File: config.mk
export PLATFORM = sky130hd
export DESIGN_NAME = generalized_time_to_epoch
export DESIGN_NICKNAME = d
export VERILOG_FILES = /design/src/hw/rtl/gte_pkg.sv /design/src/hw/rtl/generalized_time_to_epoch.sv /design/src/hw/rtl/gte_ctrl.sv /design/src/hw/rtl/gte_datapath.sv
export SDC_FILE = /design/constraint.sdc
export NUM_CORES = 2
export LEC_CHECK = 0
export BUFFER_PORTS_ARGS = -buffer_cell sky130_fd_sc_hd__clkbuf_2
export CAP_MARGIN = 20
export CORE_AREA = 4 4 285 287
export CTS_CLUSTER_DIAMETER = 150
export DETAILED_ROUTE_END_ITERATION = 6
export DIE_AREA = 0 0 289 291
export SETUP_SLACK_MARGIN = 0.05
export SYNTH_ARGS = -nofsm -noshare
export SYNTH_HDL_FRONTEND = slang
export SYNTH_SLANG_ARGS = --single-unit
export TNS_END_PERCENT = 10
File: constraint.sdc
create_clock -name clk -period 7.3 [get_ports clk]
set_input_delay 1.095 -clock clk [delete_from_list [all_inputs] [get_ports clk]]
set_output_delay 1.095 -clock clk [all_outputs]
set_load 0.01 [all_outputs]
File: src/hw/rtl/gte_pkg.sv
// Shared types, constants and helpers for the GeneralizedTime to epoch converter.
// Used by gte_ctrl, gte_datapath and the top level; no dependencies.
`timescale 1ns / 1ps

package gte_pkg;

  localparam int unsigned EPOCH_W = 39;
  localparam int unsigned YEAR_W  = 14;
  localparam int unsigned FIELD_W = 7;
  localparam int unsigned LEN_W   = 4;

  localparam logic [LEN_W-1:0]   LEN_MIN    = 4'd12;
  localparam logic [YEAR_W-1:0]  YEAR_MIN   = 14'd1970;
  localparam logic [YEAR_W-1:0]  YEAR_MAX   = 14'd9999;
  localparam logic [FIELD_W-1:0] MONTH_MAX  = 7'd12;
  localparam logic [FIELD_W-1:0] DAY_MAX    = 7'd31;
  localparam logic [FIELD_W-1:0] HOUR_MAX   = 7'd23;
  localparam logic [FIELD_W-1:0] MINUTE_MAX = 7'd59;
  localparam logic [FIELD_W-1:0] SECOND_MAX = 7'd60;

  localparam logic [7:0] CH_ZERO  = 8'h30;
  localparam logic [7:0] CH_NINE  = 8'h39;
  localparam logic [7:0] CH_DOT   = 8'h2E;
  localparam logic [7:0] CH_UPZ   = 8'h5A;
  localparam logic [7:0] CH_LOWZ  = 8'h7A;
  localparam logic [7:0] CH_PLUS  = 8'h2B;
  localparam logic [7:0] CH_MINUS = 8'h2D;

  typedef enum logic [2:0] {
    FLD_YEAR,
    FLD_MONTH,
    FLD_DAY,
    FLD_HOUR,
    FLD_MINUTE,
    FLD_SECOND,
    FLD_OFF_H,
    FLD_OFF_M
  } field_t;

  typedef enum logic [2:0] {
    STEP_NONE,
    STEP_RANGE,
    STEP_YEAR,
    STEP_DOE,
    STEP_DAYS,
    STEP_SECS,
    STEP_OUT
  } conv_step_t;

  // controller -> datapath
  typedef struct packed {
    logic       acc_en;
    field_t     acc_sel;
    logic       acc_load;   // start field from this digit instead of acc*10+d
    logic       sign_en;
    logic       sign_neg;
    logic       clear;
    conv_step_t step;
    logic       fmt_ok;
  } gte_cmd_t;

  // datapath -> controller
  typedef struct packed {
    logic is_digit;
    logic is_dot;
    logic is_zulu;
    logic is_plus;
    logic is_minus;
    logic out_free;
  } gte_sts_t;

  function automatic logic [YEAR_W-1:0] mul10_add(logic [YEAR_W-1:0] a, logic [3:0] d);
    return (a << 3) + (a << 1) + {{(YEAR_W-4){1'b0}}, d};
  endfunction

  // day of year counted from March 1st for the first day of a month
  function automatic logic [8:0] march_doy(logic [FIELD_W-1:0] month);
    logic [8:0] doy;
    doy = 9'd0;
    unique case (month)
      7'd3:    doy = 9'd0;
      7'd4:    doy = 9'd31;
      7'd5:    doy = 9'd61;
      7'd6:    doy = 9'd92;
      7'd7:    doy = 9'd122;
      7'd8:    doy = 9'd153;
      7'd9:    doy = 9'd184;
      7'd10:   doy = 9'd214;
      7'd11:   doy = 9'd245;
      7'd12:   doy = 9'd275;
      7'd1:    doy = 9'd306;
      7'd2:    doy = 9'd337;
      default: doy = 9'd0;
    endcase
    return doy;
  endfunction

endpackage

File: src/hw/rtl/generalized_time_to_epoch.sv
// Throughput: one character per cycle while parsing; after the last character the input
// is held off for the 6-step calendar conversion, and longer while a finished result
// waits on out_tready; the result is registered in the last of those steps.
// Reset: synchronous, active low; clears the parser, the field accumulators and out_tvalid.
// Top level: instantiates gte_ctrl and gte_datapath; depends on gte_pkg.
`timescale 1ns / 1ps

module generalized_time_to_epoch (
  input  logic        clk,
  input  logic        rst_n,
  input  logic        in_tvalid,
  output logic        in_tready,
  input  logic [7:0]  in_tdata,   // [7:0] char_code
  input  logic        in_tlast,   // last_char
  output logic        out_tvalid,
  input  logic        out_tready,
  output logic [39:0] out_tdata,  // [38:0] epoch_seconds, [39] zero pad
  output logic        out_tuser   // [0] time_valid
);
  import gte_pkg::*;

  gte_cmd_t           cmd;
  gte_sts_t           sts;
  logic               in_fire;
  logic [EPOCH_W-1:0] epoch;

  assign in_fire = in_tvalid && in_tready;

  gte_ctrl u_ctrl (
    .clk       (clk),
    .rst_n     (rst_n),
    .in_fire   (in_fire),
    .in_last   (in_tlast),
    .sts       (sts),
    .cmd       (cmd),
    .in_tready (in_tready)
  );

  gte_datapath u_datapath (
    .clk       (clk),
    .rst_n     (rst_n),
    .in_char   (in_tdata),
    .cmd       (cmd),
    .sts       (sts),
    .out_valid (out_tvalid),
    .out_ready (out_tready),
    .out_epoch (epoch),
    .out_ok    (out_tuser)
  );

  assign out_tdata = {1'b0, epoch};

endmodule

File: src/hw/rtl/gte_ctrl.sv
// Parser and conversion sequencer for the GeneralizedTime converter.
// Depends on gte_pkg; drives gte_datapath through gte_cmd_t.
`timescale 1ns / 1ps

module gte_ctrl (
  input  logic              clk,
  input  logic              rst_n,
  input  logic              in_fire,
  input  logic              in_last,
  input  gte_pkg::gte_sts_t sts,
  output gte_pkg::gte_cmd_t cmd,
  output logic              in_tready
);
  import gte_pkg::*;

  // parse states come first; everything from S_CV_RANGE on blocks input
  typedef enum logic [4:0] {
    S_YEAR,
    S_MONTH,
    S_DAY,
    S_HOUR,
    S_MINUTE,
    S_AFTER_MIN,
    S_SECOND,
    S_AFTER_SEC,
    S_FRACTION,
    S_OFF_H,
    S_AFTER_OFFH,
    S_OFF_M,
    S_DONE,
    S_CV_RANGE,
    S_CV_YEAR,
    S_CV_DOE,
    S_CV_DAYS,
    S_CV_SECS,
    S_CV_OUT
  } state_t;

  state_t           state_r, state_nxt;
  logic [1:0]       idx_r, idx_nxt;
  logic             failed_r, failed_nxt;
  logic [LEN_W-1:0] len_r, len_nxt;
  logic             fmt_ok_r, fmt_ok_nxt;
  logic             in_tready_r;

  logic             dig_phase;
  field_t           dig_fld;
  logic [1:0]       dig_last;
  state_t           dig_next;
  state_t           zone_next;
  logic             zone_fail;

  // fixed-length digit fields
  always_comb begin
    dig_phase = 1'b1;
    dig_fld   = FLD_YEAR;
    dig_last  = 2'd1;
    dig_next  = S_DONE;
    unique case (state_r)
      S_YEAR:   begin dig_fld = FLD_YEAR;   dig_last = 2'd3; dig_next = S_MONTH;      end
      S_MONTH:  begin dig_fld = FLD_MONTH;  dig_next = S_DAY;                         end
      S_DAY:    begin dig_fld = FLD_DAY;    dig_next = S_HOUR;                        end
      S_HOUR:   begin dig_fld = FLD_HOUR;   dig_next = S_MINUTE;                      end
      S_MINUTE: begin dig_fld = FLD_MINUTE; dig_next = S_AFTER_MIN;                   end
      S_SECOND: begin dig_fld = FLD_SECOND; dig_next = S_AFTER_SEC;                   end
      S_OFF_H:  begin dig_fld = FLD_OFF_H;  dig_next = S_AFTER_OFFH;                  end
      S_OFF_M:  begin dig_fld = FLD_OFF_M;  dig_next = S_DONE;                        end
      default:  dig_phase = 1'b0;
    endcase
  end

  // start of the zone designator
  always_comb begin
    zone_fail = 1'b0;
    zone_next = state_r;
    priority if (sts.is_zulu) begin
      zone_next = S_DONE;
    end else if (sts.is_plus || sts.is_minus) begin
      zone_next = S_OFF_H;
    end else begin
      zone_fail = 1'b1;
    end
  end

  always_comb begin
    state_nxt  = state_r;
    idx_nxt    = idx_r;
    failed_nxt = failed_r;
    len_nxt    = len_r;
    fmt_ok_nxt = fmt_ok_r;
    cmd        = '0;
    cmd.acc_sel = dig_fld;
    cmd.fmt_ok  = fmt_ok_r;

    if (in_fire) begin
      if (len_r < LEN_MIN) len_nxt = len_r + 4'd1;
      if (!failed_r) begin
        if (dig_phase) begin
          if (!sts.is_digit) begin
            failed_nxt = 1'b1;
          end else begin
            cmd.acc_en = 1'b1;
            if (idx_r == dig_last) begin
              idx_nxt   = 2'd0;
              state_nxt = dig_next;
            end else begin
              idx_nxt = idx_r + 2'd1;
            end
          end
        end else begin
          unique case (state_r)
            S_AFTER_MIN: begin
              priority if (sts.is_digit) begin
                cmd.acc_en   = 1'b1;
                cmd.acc_sel  = FLD_SECOND;
                cmd.acc_load = 1'b1;
                idx_nxt      = 2'd1;
                state_nxt    = S_SECOND;
              end else if (sts.is_dot) begin
                state_nxt = S_FRACTION;
              end else begin
                state_nxt    = zone_next;
                failed_nxt   = zone_fail;
                cmd.sign_en  = sts.is_plus || sts.is_minus;
                cmd.sign_neg = sts.is_minus;
              end
            end
            S_AFTER_SEC: begin
              if (sts.is_dot) begin
                state_nxt = S_FRACTION;
              end else begin
                state_nxt    = zone_next;
                failed_nxt   = zone_fail;
                cmd.sign_en  = sts.is_plus || sts.is_minus;
                cmd.sign_neg = sts.is_minus;
              end
            end
            S_FRACTION: begin
              if (!sts.is_digit) begin
                state_nxt    = zone_next;
                failed_nxt   = zone_fail;
                cmd.sign_en  = sts.is_plus || sts.is_minus;
                cmd.sign_neg = sts.is_minus;
              end
            end
            S_AFTER_OFFH: begin
              if (sts.is_digit) begin
                cmd.acc_en   = 1'b1;
                cmd.acc_sel  = FLD_OFF_M;
                cmd.acc_load = 1'b1;
                idx_nxt      = 2'd1;
                state_nxt    = S_OFF_M;
              end else begin
                state_nxt = S_DONE;
              end
            end
            default: ;
          endcase
        end
      end

      if (in_last) begin
        fmt_ok_nxt = !failed_nxt && (len_nxt >= LEN_MIN) &&
                     (state_nxt == S_AFTER_MIN || state_nxt == S_AFTER_SEC ||
                      state_nxt == S_FRACTION || state_nxt == S_AFTER_OFFH ||
                      state_nxt == S_DONE);
        state_nxt  = S_CV_RANGE;
        idx_nxt    = 2'd0;
        failed_nxt = 1'b0;
        len_nxt    = '0;
      end
    end else begin
      unique case (state_r)
        S_CV_RANGE: begin cmd.step = STEP_RANGE; state_nxt = S_CV_YEAR; end
        S_CV_YEAR:  begin cmd.step = STEP_YEAR;  state_nxt = S_CV_DOE;  end
        S_CV_DOE:   begin cmd.step = STEP_DOE;   state_nxt = S_CV_DAYS; end
        S_CV_DAYS:  begin cmd.step = STEP_DAYS;  state_nxt = S_CV_SECS; end
        S_CV_SECS:  begin cmd.step = STEP_SECS;  state_nxt = S_CV_OUT;  end
        S_CV_OUT: begin
          if (sts.out_free) begin
            cmd.step  = STEP_OUT;
            cmd.clear = 1'b1;
            state_nxt = S_YEAR;
          end
        end
        default: ;
      endcase
    end
  end

  always_ff @(posedge clk) begin
    if (!rst_n) begin
      state_r     <= S_YEAR;
      idx_r       <= 2'd0;
      failed_r    <= 1'b0;
      len_r       <= '0;
      fmt_ok_r    <= 1'b0;
      in_tready_r <= 1'b1;
    end else begin
      state_r     <= state_nxt;
      idx_r       <= idx_nxt;
      failed_r    <= failed_nxt;
      len_r       <= len_nxt;
      fmt_ok_r    <= fmt_ok_nxt;
      in_tready_r <= (state_nxt < S_CV_RANGE);
    end
  end

  assign in_tready = in_tready_r;

endmodule

File: src/hw/rtl/gte_datapath.sv
// Field accumulators, calendar arithmetic and output register.
// Depends on gte_pkg; sequenced by gte_ctrl through gte_cmd_t.
`timescale 1ns / 1ps

module gte_datapath (
  input  logic                         clk,
  input  logic                         rst_n,
  input  logic [7:0]                   in_char,
  input  gte_pkg::gte_cmd_t            cmd,
  output gte_pkg::gte_sts_t            sts,
  output logic                         out_valid,
  input  logic                         out_ready,
  output logic [gte_pkg::EPOCH_W-1:0]  out_epoch,
  output logic                         out_ok
);
  import gte_pkg::*;

  localparam logic [12:0] EraRecip  = 13'd5243;   // 2^21 / 400, rounded up
  localparam int unsigned EraShift  = 21;
  localparam logic [23:0] DaysShift = 24'd719468;  // 0000-03-01 to 1970-01-01

  function automatic logic [FIELD_W-1:0] next_field(logic [FIELD_W-1:0] a, logic load,
                                                   logic [3:0] d);
    logic [YEAR_W-1:0] acc;
    acc = mul10_add({{(YEAR_W-FIELD_W){1'b0}}, a}, d);
    return load ? {{(FIELD_W-4){1'b0}}, d} : acc[FIELD_W-1:0];
  endfunction

  logic [YEAR_W-1:0]  year_r;
  logic [FIELD_W-1:0] month_r, day_r, hour_r, minute_r, second_r, off_h_r, off_m_r;
  logic               neg_r;

  logic               ok_r;
  logic [YEAR_W-1:0]  yy_r;
  logic [4:0]         era_r;
  logic [8:0]         doy_r;
  logic [8:0]         yoe_r;
  logic [17:0]        doe_r;
  logic [21:0]        days_r;
  logic [18:0]        off_r;
  logic [37:0]        secs_r;

  logic               out_valid_r;
  logic [EPOCH_W-1:0] out_epoch_r;
  logic               out_ok_r;

  logic [3:0]         dval;
  logic [YEAR_W-1:0]  yy_c;
  logic [26:0]        era_prod;
  logic               range_ok;
  logic [YEAR_W-1:0]  era400;
  logic [YEAR_W-1:0]  yoe_c;
  logic [17:0]        yoe365;
  logic [14:0]        yoe41;
  logic [17:0]        doe_c;
  logic [23:0]        era_days;
  logic [23:0]        days_c;
  logic [18:0]        off_c;
  logic [EPOCH_W-1:0] day_secs;
  logic [18:0]        hms_c;
  logic [EPOCH_W-1:0] secs_c;
  logic [EPOCH_W-1:0] epoch_c;

  assign dval = in_char[3:0];

  assign sts.is_digit = (in_char >= CH_ZERO) && (in_char <= CH_NINE);
  assign sts.is_dot   = (in_char == CH_DOT);
  assign sts.is_zulu  = (in_char == CH_UPZ) || (in_char == CH_LOWZ);
  assign sts.is_plus  = (in_char == CH_PLUS);
  assign sts.is_minus = (in_char == CH_MINUS);
  assign sts.out_free = !out_valid_r || out_ready;

  // era = floor(yy / 400) by reciprocal; exact for yy below 10000
  assign yy_c     = (month_r <= 7'd2) ? year_r - 14'd1 : year_r;
  assign era_prod = 27'(yy_c) * 27'(EraRecip);
  assign range_ok = cmd.fmt_ok &&
                    (year_r >= YEAR_MIN) && (year_r <= YEAR_MAX) &&
                    (month_r >= 7'd1) && (month_r <= MONTH_MAX) &&
                    (day_r >= 7'd1) && (day_r <= DAY_MAX) &&
                    (hour_r <= HOUR_MAX) && (minute_r <= MINUTE_MAX) &&
                    (second_r <= SECOND_MAX);

  assign era400 = YEAR_W'(era_r) * 14'd400;
  assign yoe_c  = yy_r - era400;

  // yoe/100 as (yoe*41)>>12, exact for yoe below 400
  assign yoe365 = 18'(yoe_r) * 18'd365;
  assign yoe41  = 15'(yoe_r) * 15'd41;
  assign doe_c  = yoe365 + 18'(yoe_r[8:2]) - 18'(yoe41[13:12]) + 18'(doy_r) +
                  18'(day_r) - 18'd1;

  assign era_days = 24'(era_r) * 24'd146097;
  assign days_c   = era_days + 24'(doe_r) - DaysShift;
  assign off_c    = 19'(off_h_r) * 19'd3600 + 19'(off_m_r) * 19'd60;

  assign day_secs = EPOCH_W'(days_r) * 39'd86400;
  assign hms_c    = 19'(hour_r) * 19'd3600 + 19'(minute_r) * 19'd60 + 19'(second_r);
  assign secs_c   = day_secs + EPOCH_W'(hms_c);

  assign epoch_c = neg_r ? {1'b0, secs_r} + EPOCH_W'(off_r)
                         : {1'b0, secs_r} - EPOCH_W'(off_r);

  always_ff @(posedge clk) begin
    if (!rst_n) begin
      year_r   <= '0;
      month_r  <= '0;
      day_r    <= '0;
      hour_r   <= '0;
      minute_r <= '0;
      second_r <= '0;
      off_h_r  <= '0;
      off_m_r  <= '0;
      neg_r    <= 1'b0;
    end else if (cmd.clear) begin
      year_r   <= '0;
      month_r  <= '0;
      day_r    <= '0;
      hour_r   <= '0;
      minute_r <= '0;
      second_r <= '0;
      off_h_r  <= '0;
      off_m_r  <= '0;
      neg_r    <= 1'b0;
    end else begin
      if (cmd.sign_en) neg_r <= cmd.sign_neg;
      if (cmd.acc_en) begin
        unique case (cmd.acc_sel)
          FLD_YEAR:   year_r   <= mul10_add(year_r, dval);
          FLD_MONTH:  month_r  <= next_field(month_r, cmd.acc_load, dval);
          FLD_DAY:    day_r    <= next_field(day_r, cmd.acc_load, dval);
          FLD_HOUR:   hour_r   <= next_field(hour_r, cmd.acc_load, dval);
          FLD_MINUTE: minute_r <= next_field(minute_r, cmd.acc_load, dval);
          FLD_SECOND: second_r <= next_field(second_r, cmd.acc_load, dval);
          FLD_OFF_H:  off_h_r  <= next_field(off_h_r, cmd.acc_load, dval);
          FLD_OFF_M:  off_m_r  <= next_field(off_m_r, cmd.acc_load, dval);
        endcase
      end
    end
  end

  always_ff @(posedge clk) begin
    unique case (cmd.step)
      STEP_RANGE: begin
        ok_r  <= range_ok;
        yy_r  <= yy_c;
        era_r <= era_prod[EraShift+4:EraShift];
        doy_r <= march_doy(month_r);
      end
      STEP_YEAR: yoe_r  <= yoe_c[8:0];
      STEP_DOE:  doe_r  <= doe_c;
      STEP_DAYS: begin
        days_r <= days_c[21:0];
        off_r  <= off_c;
      end
      STEP_SECS: secs_r <= secs_c[37:0];
      STEP_OUT: begin
        out_epoch_r <= ok_r ? epoch_c : '0;
        out_ok_r    <= ok_r;
      end
      default: ;
    endcase
  end

  always_ff @(posedge clk) begin
    if (!rst_n) begin
      out_valid_r <= 1'b0;
    end else if (cmd.step == STEP_OUT) begin
      out_valid_r <= 1'b1;
    end else if (out_ready) begin
      out_valid_r <= 1'b0;
    end
  end

  assign out_valid = out_valid_r;
  assign out_epoch = out_epoch_r;
  assign out_ok    = out_ok_r;

endmodule

# --- Yosys cells after proc, flatten, opt, wreduce, memory -nomap -nowiden ---
# Memory sizes are Yosys's and may differ from the RTL's. A register that Yosys moved wholly into a read port is not among the register bits.
# Index checks and enable logic that the tools add are counted.
totals:
  reg_bits: 240
  input_bits: 13
  mem_bits_ro: 144
  out_inout_bits: 43
  mem_count: 1
classes:
  eq_ne: 42
  bitwise_logic: 1
  n_mux: 68
  n_reduce_logical: 42
  magnitude_cmp: 15
  n_mul: 10
  addsub: 33
memory_table:
  columns: ["memory", "words", "word_bits", "read_ports", "rd_clocked_by_memory_dff", "write_ports", "line", "rtl"]
  rows:
  - ["(no name shown)", 16, 9, 1, 1, 0, "gte_pkg.sv:80", "unique case (month)"]
ops:
  columns: ["cell", "n"]
  rows:
  - ["2-to-1 mux 5 bit", 15]
  - ["2-to-1 mux 7 bit", 9]
  - ["== test 5 x 4 -> 1 bit (second input constant)", 10]
  - ["adder 7 x 4 -> 7 bit", 7]
  - ["adder 7 bit", 7]
  - ["adder 38 x 19 -> 39 bit", 1]
  - ["2-to-1 mux 39 bit", 1]
  - ["subtractor 38 x 19 -> 39 bit", 1]
  - ["adder 19 x 13 -> 19 bit", 2]
  - ["adder 38 x 19 -> 38 bit", 1]
  - ["adder 18 x 7 -> 18 bit", 2]
  - ["multiplier 22 x 10 -> 31 bit (second input constant)", 1]
  - ["== test 5 x 3 -> 1 bit (second input constant)", 6]
  - ["multiplier 7 x 8 -> 15 bit (second input constant)", 2]
  - ["case mux 5 bit (6 select lines)", 1]
  - ["case mux 4 bit (7 select lines)", 1]
  - ["multiplier 14 x 13 -> 26 bit (second input constant)", 1]
  - ["== test 8 x 6 -> 1 bit (second input constant)", 3]
  - ["adder 22 x 18 -> 22 bit", 1]
  - ["multiplier 5 x 18 -> 22 bit (second input constant)", 1]
  - ["multiplier 7 x 4 -> 11 bit (second input constant)", 2]
  - ["2-to-1 mux 2 bit", 11]
  - ["subtractor 22 x 20 -> 22 bit (second input constant)", 1]
  - ["== test 3 bit (second input constant)", 7]
  - ["56 further kinds", 117]

# --- Longest topological paths before layout ---
logic_depth:
  depth_word: 16
  depth_mapped: 33

# --- Hierarchy ---
# From an unflattened synthesis, not the netlist that was laid out.
hier_totals:
  hier_cells: 3219
  hier_area_um2: 31228.7
by_module_without_submodules:
  columns: ["module", "cells_each", "area_each_um2", "n_inst", "seq_area_each_um2"]
  rows:
  - ["gte_datapath", 3011, 29684.7, 1, 6346.1]
  - ["gte_ctrl", 205, 1526.5, 1, 280.3]
  - ["generalized_time_to_epoch", 3, 17.5, 1, 0.0]

# --- Least setup slack after synthesis ---
# No wires, ideal clock.
synth_timing:
  kind: "flip-flop to flip-flop"
  from: "reg u_datapath.month_r[2]"
  to: "reg u_datapath.era_r[4] (data pin)"
  setup_slack_ns: 0.638
  stages_incl_launch_ff: 24
  setup_ns: 0.260
  arrival_time_ns: 6.402
  t_required_ns: 7.040
  cell_sequence: "dfxtp_1 > clkbuf_1 > nor2_1 > o211ai_1 > or4_1 > nor2_1 > nand2_1 > xnor2_1 > fa_1 > ha_1 > fa_1 > fa_1 > inv_1 > fa_1 > inv_1 > ha_1 > a21o_1 > a21oi_1 > nand2_1 > a21oi_1 > o31ai_1 > a41o_1 > or2_2 > xnor2_1"
synth_between:
  elab_chain_cells: 3
synth_rtl:
  columns: ["item", "line", "rtl"]
  rows:
  - ["from (decl)", "gte_datapath.sv:30", "logic [FIELD_W-1:0] month_r, day_r, hour_r, minute_r, second_r, off_h_r, off_m_r;"]
  - ["from (signal assigned)", "gte_datapath.sv:129", "FLD_MONTH: month_r <= next_field(month_r, cmd.acc_load, dval);"]
  - ["<= comparator 7 x 2 -> 1 bit", "gte_datapath.sv:74", "assign yy_c = (month_r <= 7'd2) ? year_r - 14'd1 : year_r;"]
  - ["2-to-1 mux 14 bit", "gte_datapath.sv:74", null]
  - ["multiplier 14 x 13 -> 26 bit", "gte_datapath.sv:75", "assign era_prod = 27'(yy_c) * 27'(EraRecip);"]
  - ["named net u_datapath.era_prod[25]", "gte_datapath.sv:49", "logic [26:0] era_prod;"]
  - ["to (signal assigned)", "gte_datapath.sv:146", "era_r <= era_prod[EraShift+4:EraShift];"]
  - ["to (decl)", "gte_datapath.sv:35", "logic [4:0] era_r;"]
# The timed path passes the listed nets, and every way through them passes these cells.
# A chain may end at the register's enable or synchronous reset.

# --- Worst setup path in the final report ---
layout_timing:
  from: "reg u_datapath.minute_r[0]"
  to: "reg u_datapath.secs_r[29] (data pin)"
layout_between:
  elab_chain_cells: 4
layout_rtl:
  columns: ["item", "line", "rtl"]
  rows:
  - ["from (decl)", "gte_datapath.sv:30", null]
  - ["from (signal assigned)", "gte_datapath.sv:132", "FLD_MINUTE: minute_r <= next_field(minute_r, cmd.acc_load, dval);"]
  - ["multiplier 7 x 4 -> 11 bit", "gte_datapath.sv:97", "assign hms_c = 19'(hour_r) * 19'd3600 + 19'(minute_r) * 19'd60 + 19'(second_r);"]
  - ["adder 19 x 13 -> 19 bit", "gte_datapath.sv:97", null]
  - ["adder 19 x 7 -> 19 bit", "gte_datapath.sv:97", null]
  - ["adder 38 x 19 -> 38 bit", "gte_datapath.sv:98", "assign secs_c = day_secs + EPOCH_W'(hms_c);"]
  - ["named net u_datapath.secs_c[29]", "gte_datapath.sv:61", "logic [EPOCH_W-1:0] secs_c;"]
  - ["to (signal assigned)", "gte_datapath.sv:155", "STEP_SECS: secs_r <= secs_c[37:0];"]
  - ["to (decl)", "gte_datapath.sv:41", "logic [37:0] secs_r;"]
# The timed path passes the listed nets, and every way through them passes these cells.

==> flow_metrics.py <==
metrics = {
    "sta": {
        "final_max_slew_viol_count": 0,
        "hold_violations": 0,
        "layout_min_cycle_time_ns": 6.79,
        "relSlewSlack": 0.353,
        "clock_skew_ns": 0.0146,
        "fmax_mhz": 147,
        "finalSetupViolCount": 0,
        "finalCritPeriodShare": 0.931,
        "tns_ns": 0,
        "worst_slew_pin_slew_ns": 0.947,
        "rsz0062_at_grt": "true",
    },
    "finish": {
        "stdcell_count": 4436,
        "final_cell_mix": "617 x ha_1, 585 x inv_1, 251 x fa_1, 245 x a21oi_1, 223 x nor2_1",
        "register_area_sq_um": 6630,
        "diodes": 0,
        "nets": 4244,
        "post-route-util": 0.433,
        "drive_gt1_frac": 0.0564,
        "layout_commonest_cell": "ha_1",
        "multi_input_area_sq_um": 22300,
        "syn_to_final_growth_pct": 8.58,
        "fill_cells": 7710,
    },
    "yosys": {
        "synthMuxAreaShare": 0.00607,
        "synth_top_family_by_area": "adder cells",
        "yosysWarningCount": 0,
        "synthArstFlopShare": 0,
        "synth_top_cell_by_area": "ha_1",
        "synth.area.top_cells": "ha_1 25%, edfxtp_1 16%, fa_1 16%, inv_1 7.0%, xnor2_1 5.3%",
        "synth_top_area_share": 0.247,
        "ys_ff_latch": 247,
        "synth_edf_count": 168,
        "ys_seq_area_frac": 0.212,
        "synth-simple-area-share": 0.100,
        "synth_ff_type": "edfxtp_1",
        "syn_area_sq_um": 31300,
        "yosys.area_share.adder": 0.407,
        "synthCells": 3294,
        "synth-compound-area-share": 0.124,
        "synthXorXnorAreaFrac": 0.0730,
        "syn_area_per_cell_sq_um": 9.51,
        "synth.distinct_cells": 92,
        "syn_nets": 4175,
    },
    "pwr": {
        "p_leak_nw": 16.7,
        "swShare": 0.358,
        "power.internal_mw": 3.29,
        "power_density_nw_per_um2": 151,
        "clkPwrFrac": 0.282,
        "power_frac_comb": 0.407,
        "p_switching_mw": 1.83,
        "seq_power_share": 0.311,
        "finalPower_mw": 5.12,
        "max-vdd-ir-drop_mv": 0.263,
    },
    "grt": {
        "gr-usage-all-layers": 0.153,
        "gr-total-overflow": 0,
        "antenna_found_initial": 0,
        "grt_pass1_vias": 22100,
        "grt_max_degree": 66,
        "grt_pass1_wl_mm": 108,
    },
    "route": {
        "wire_per_inst_um": 14.1,
        "ant_nets": 0,
        "vias": 21800,
        "drtPass1Iterations": 7,
        "vias_per_cell": 4.92,
        "drt-total-wl_mm": 62.6,
        "drt_iter0_markers": 903,
        "drc": 0,
    },
    "worst_setup_path": {
        "startpoint_type": "flip-flop",
        "end_kind": "flip-flop",
        "worst-path-buf-inv": 2,
        "cpMostUsedCell": "fa_1",
        "crit_type": "flip-flop to flip-flop",
        "critPathTopFamily": "adder cells",
        "crit_fanout": 7,
        "cp.required_ns": 7.62,
        "cp.arrival_ns": 7.12,
        "critPathSlowestCell": "fa_1",
        "cp_slowest_stage_delay_ns": 0.60,
    },
    "place": {
        "hpwl_mm": 51.7,
        "dp.cells": 4377,
        "port_buffers": 54,
        "gp_congestion": 0.841,
    },
    "floorplanning": {
        "row_count": 103,
        "ios": 56,
        "die_area_sq_um": 84100,
        "die-height_um": 291,
        "core_area_sq_um": 78600,
        "start_util": 0.398,
        "die_x_um": 289,
    },
    "outcome": {
        "status": "completed",
    },
    "clocking": {
        "cts.clk_slew.worst_paths_ns": 0.06,
        "clock_latency_ns": 0.59,
        "htreeDepth": 1,
        "cts_sinks": 247,
        "cts_tree": "yes",
        "cts_inserted_buffers": 31,
        "ctsRootBufferMaster": "clkbuf_16",
        "cts.path.max_buffers": 3,
        "cts_hold_buf": 0,
    },
    "run": {
        "max_cap_violations": 0,
    },
    "min_path": {
        "hp-class": "flip-flop to flip-flop",
    },
}
worst register-to-register path, cell delays in order, from the launching register on:
cell and delay [ns]:
dfxtp_2 0.37, fa_1 0.60, fa_1 0.46, fa_1 0.50
inv_1 0.05, fa_1 0.47, inv_1 0.04, ha_1 0.33
a21o_1 0.19, a21oi_1 0.21, o21bai_1 0.11, a21oi_2 0.18
o21bai_1 0.11, a21oi_2 0.20, o21bai_1 0.10, a21oi_2 0.22
nand4b_1 0.14, o311ai_1 0.11, ha_1 0.36, o21a_1 0.12
nor2_1 0.05, nor2b_1 0.18, nand2_1 0.09, o31ai_2 0.27
nand3b_1 0.22, o41a_1 0.46, a311oi_1 0.28, xnor2_1 0.10
metrics by stage:
stage	instance area [sq um]	setup slack, ns	hold WS [ns]
final	34000	0.505	0.417
after global routing	34000	0.0344	0.426
after CTS	33900	0.0602	0.419
after detailed placement	33000	0.0828	0.405
after global placement	33000	0.306	0.401
after floorplan	31300	0.638	0.400
what timing repair did:
item	CTS	global route
endpoints found under the setup margin	0	18
gates resized for setup	0	14
setup buffers	0	2
cell type report:
class / count / share of cell area
flip-flops and latches: 247 / 0.195
repair buffers: 96 / 0.0172
clock inverters: 12 / 0.00228
clock buffers: 44 / 0.0260
well taps: 1050 / 0.0386
multi-input cells: 2400 / 0.656
inverters: 587 / 0.0648
synth_stat cells (all sizes together), types with 44 or more instances:
library cell,instances
edfxtp,168
xnor2,191
inv,586
dfxtp,79
nor2,225
nand2,118
o21ai,81
o21bai,44
a21oi,249
xor2,69
a21o,80
nor3,55
ha,617
fa,251
clkbuf,47
nand3,46
worst paths after layout:
path	start	end	slack, ns	cells after the start
setup / recovery	u_datapath.minute_r[0]	u_datapath.secs_r[29]	0.51	27
setup reg to reg	u_datapath.minute_r[0]	u_datapath.secs_r[29]	0.51	27
hold / removal	u_datapath.yy_r[2]	u_datapath.yoe_r[2]	0.42	0
hold reg to reg	u_datapath.yy_r[2]	u_datapath.yoe_r[2]	0.42	0
power groups by stage:
stage	Combinational (mW)	Sequential, mW	Clock, mW
after global placement	2.06	1.62	0
after global routing	2.44	1.59	1.55
after CTS	2.11	1.59	1.50
after floorplan	1.69	1.60	0
final	2.09	1.59	1.44
after detailed placement	2.09	1.62	0
kinds of logic (layout without fill, tap and decap cells):
logic type      count (synthesis)  in the layout
simple gates                  640            640
other cells                     1              1
fa+ha+maj                     868            868
compound gates                615            615
flops                         247            247
mux                            16             16
xor+xnor                      260            260
buf+inv                       647            739
metal layers:
metal	wire length, um	share of wire	GRT usage
met1	29300	0.47	0.206
met2	30300	0.48	0.268
met3	1640	0.026	0.0146
met4	1360	0.022	0.0320
met5	0	0	0
registers in the layout (all words and copies together) (netlist names), 5 cells and up:
signal	count
u_datapath.doy_r	9
u_datapath.off_r	17
u_datapath.out_epoch	39
u_datapath.yy_r	9
u_datapath.off_h_r	7
u_datapath.era_r	5
u_datapath.day_r	7
u_datapath.yoe_r	9
u_ctrl.state_r	5
u_datapath.month_r	7
u_datapath.days_r	22
u_datapath.hour_r	7
u_datapath.off_m_r	7
u_datapath.secs_r	38
u_datapath.second_r	7
u_datapath.doe_r	18
u_datapath.minute_r	7
u_datapath.year_r	14
Power figures use the tool's default switching activity.
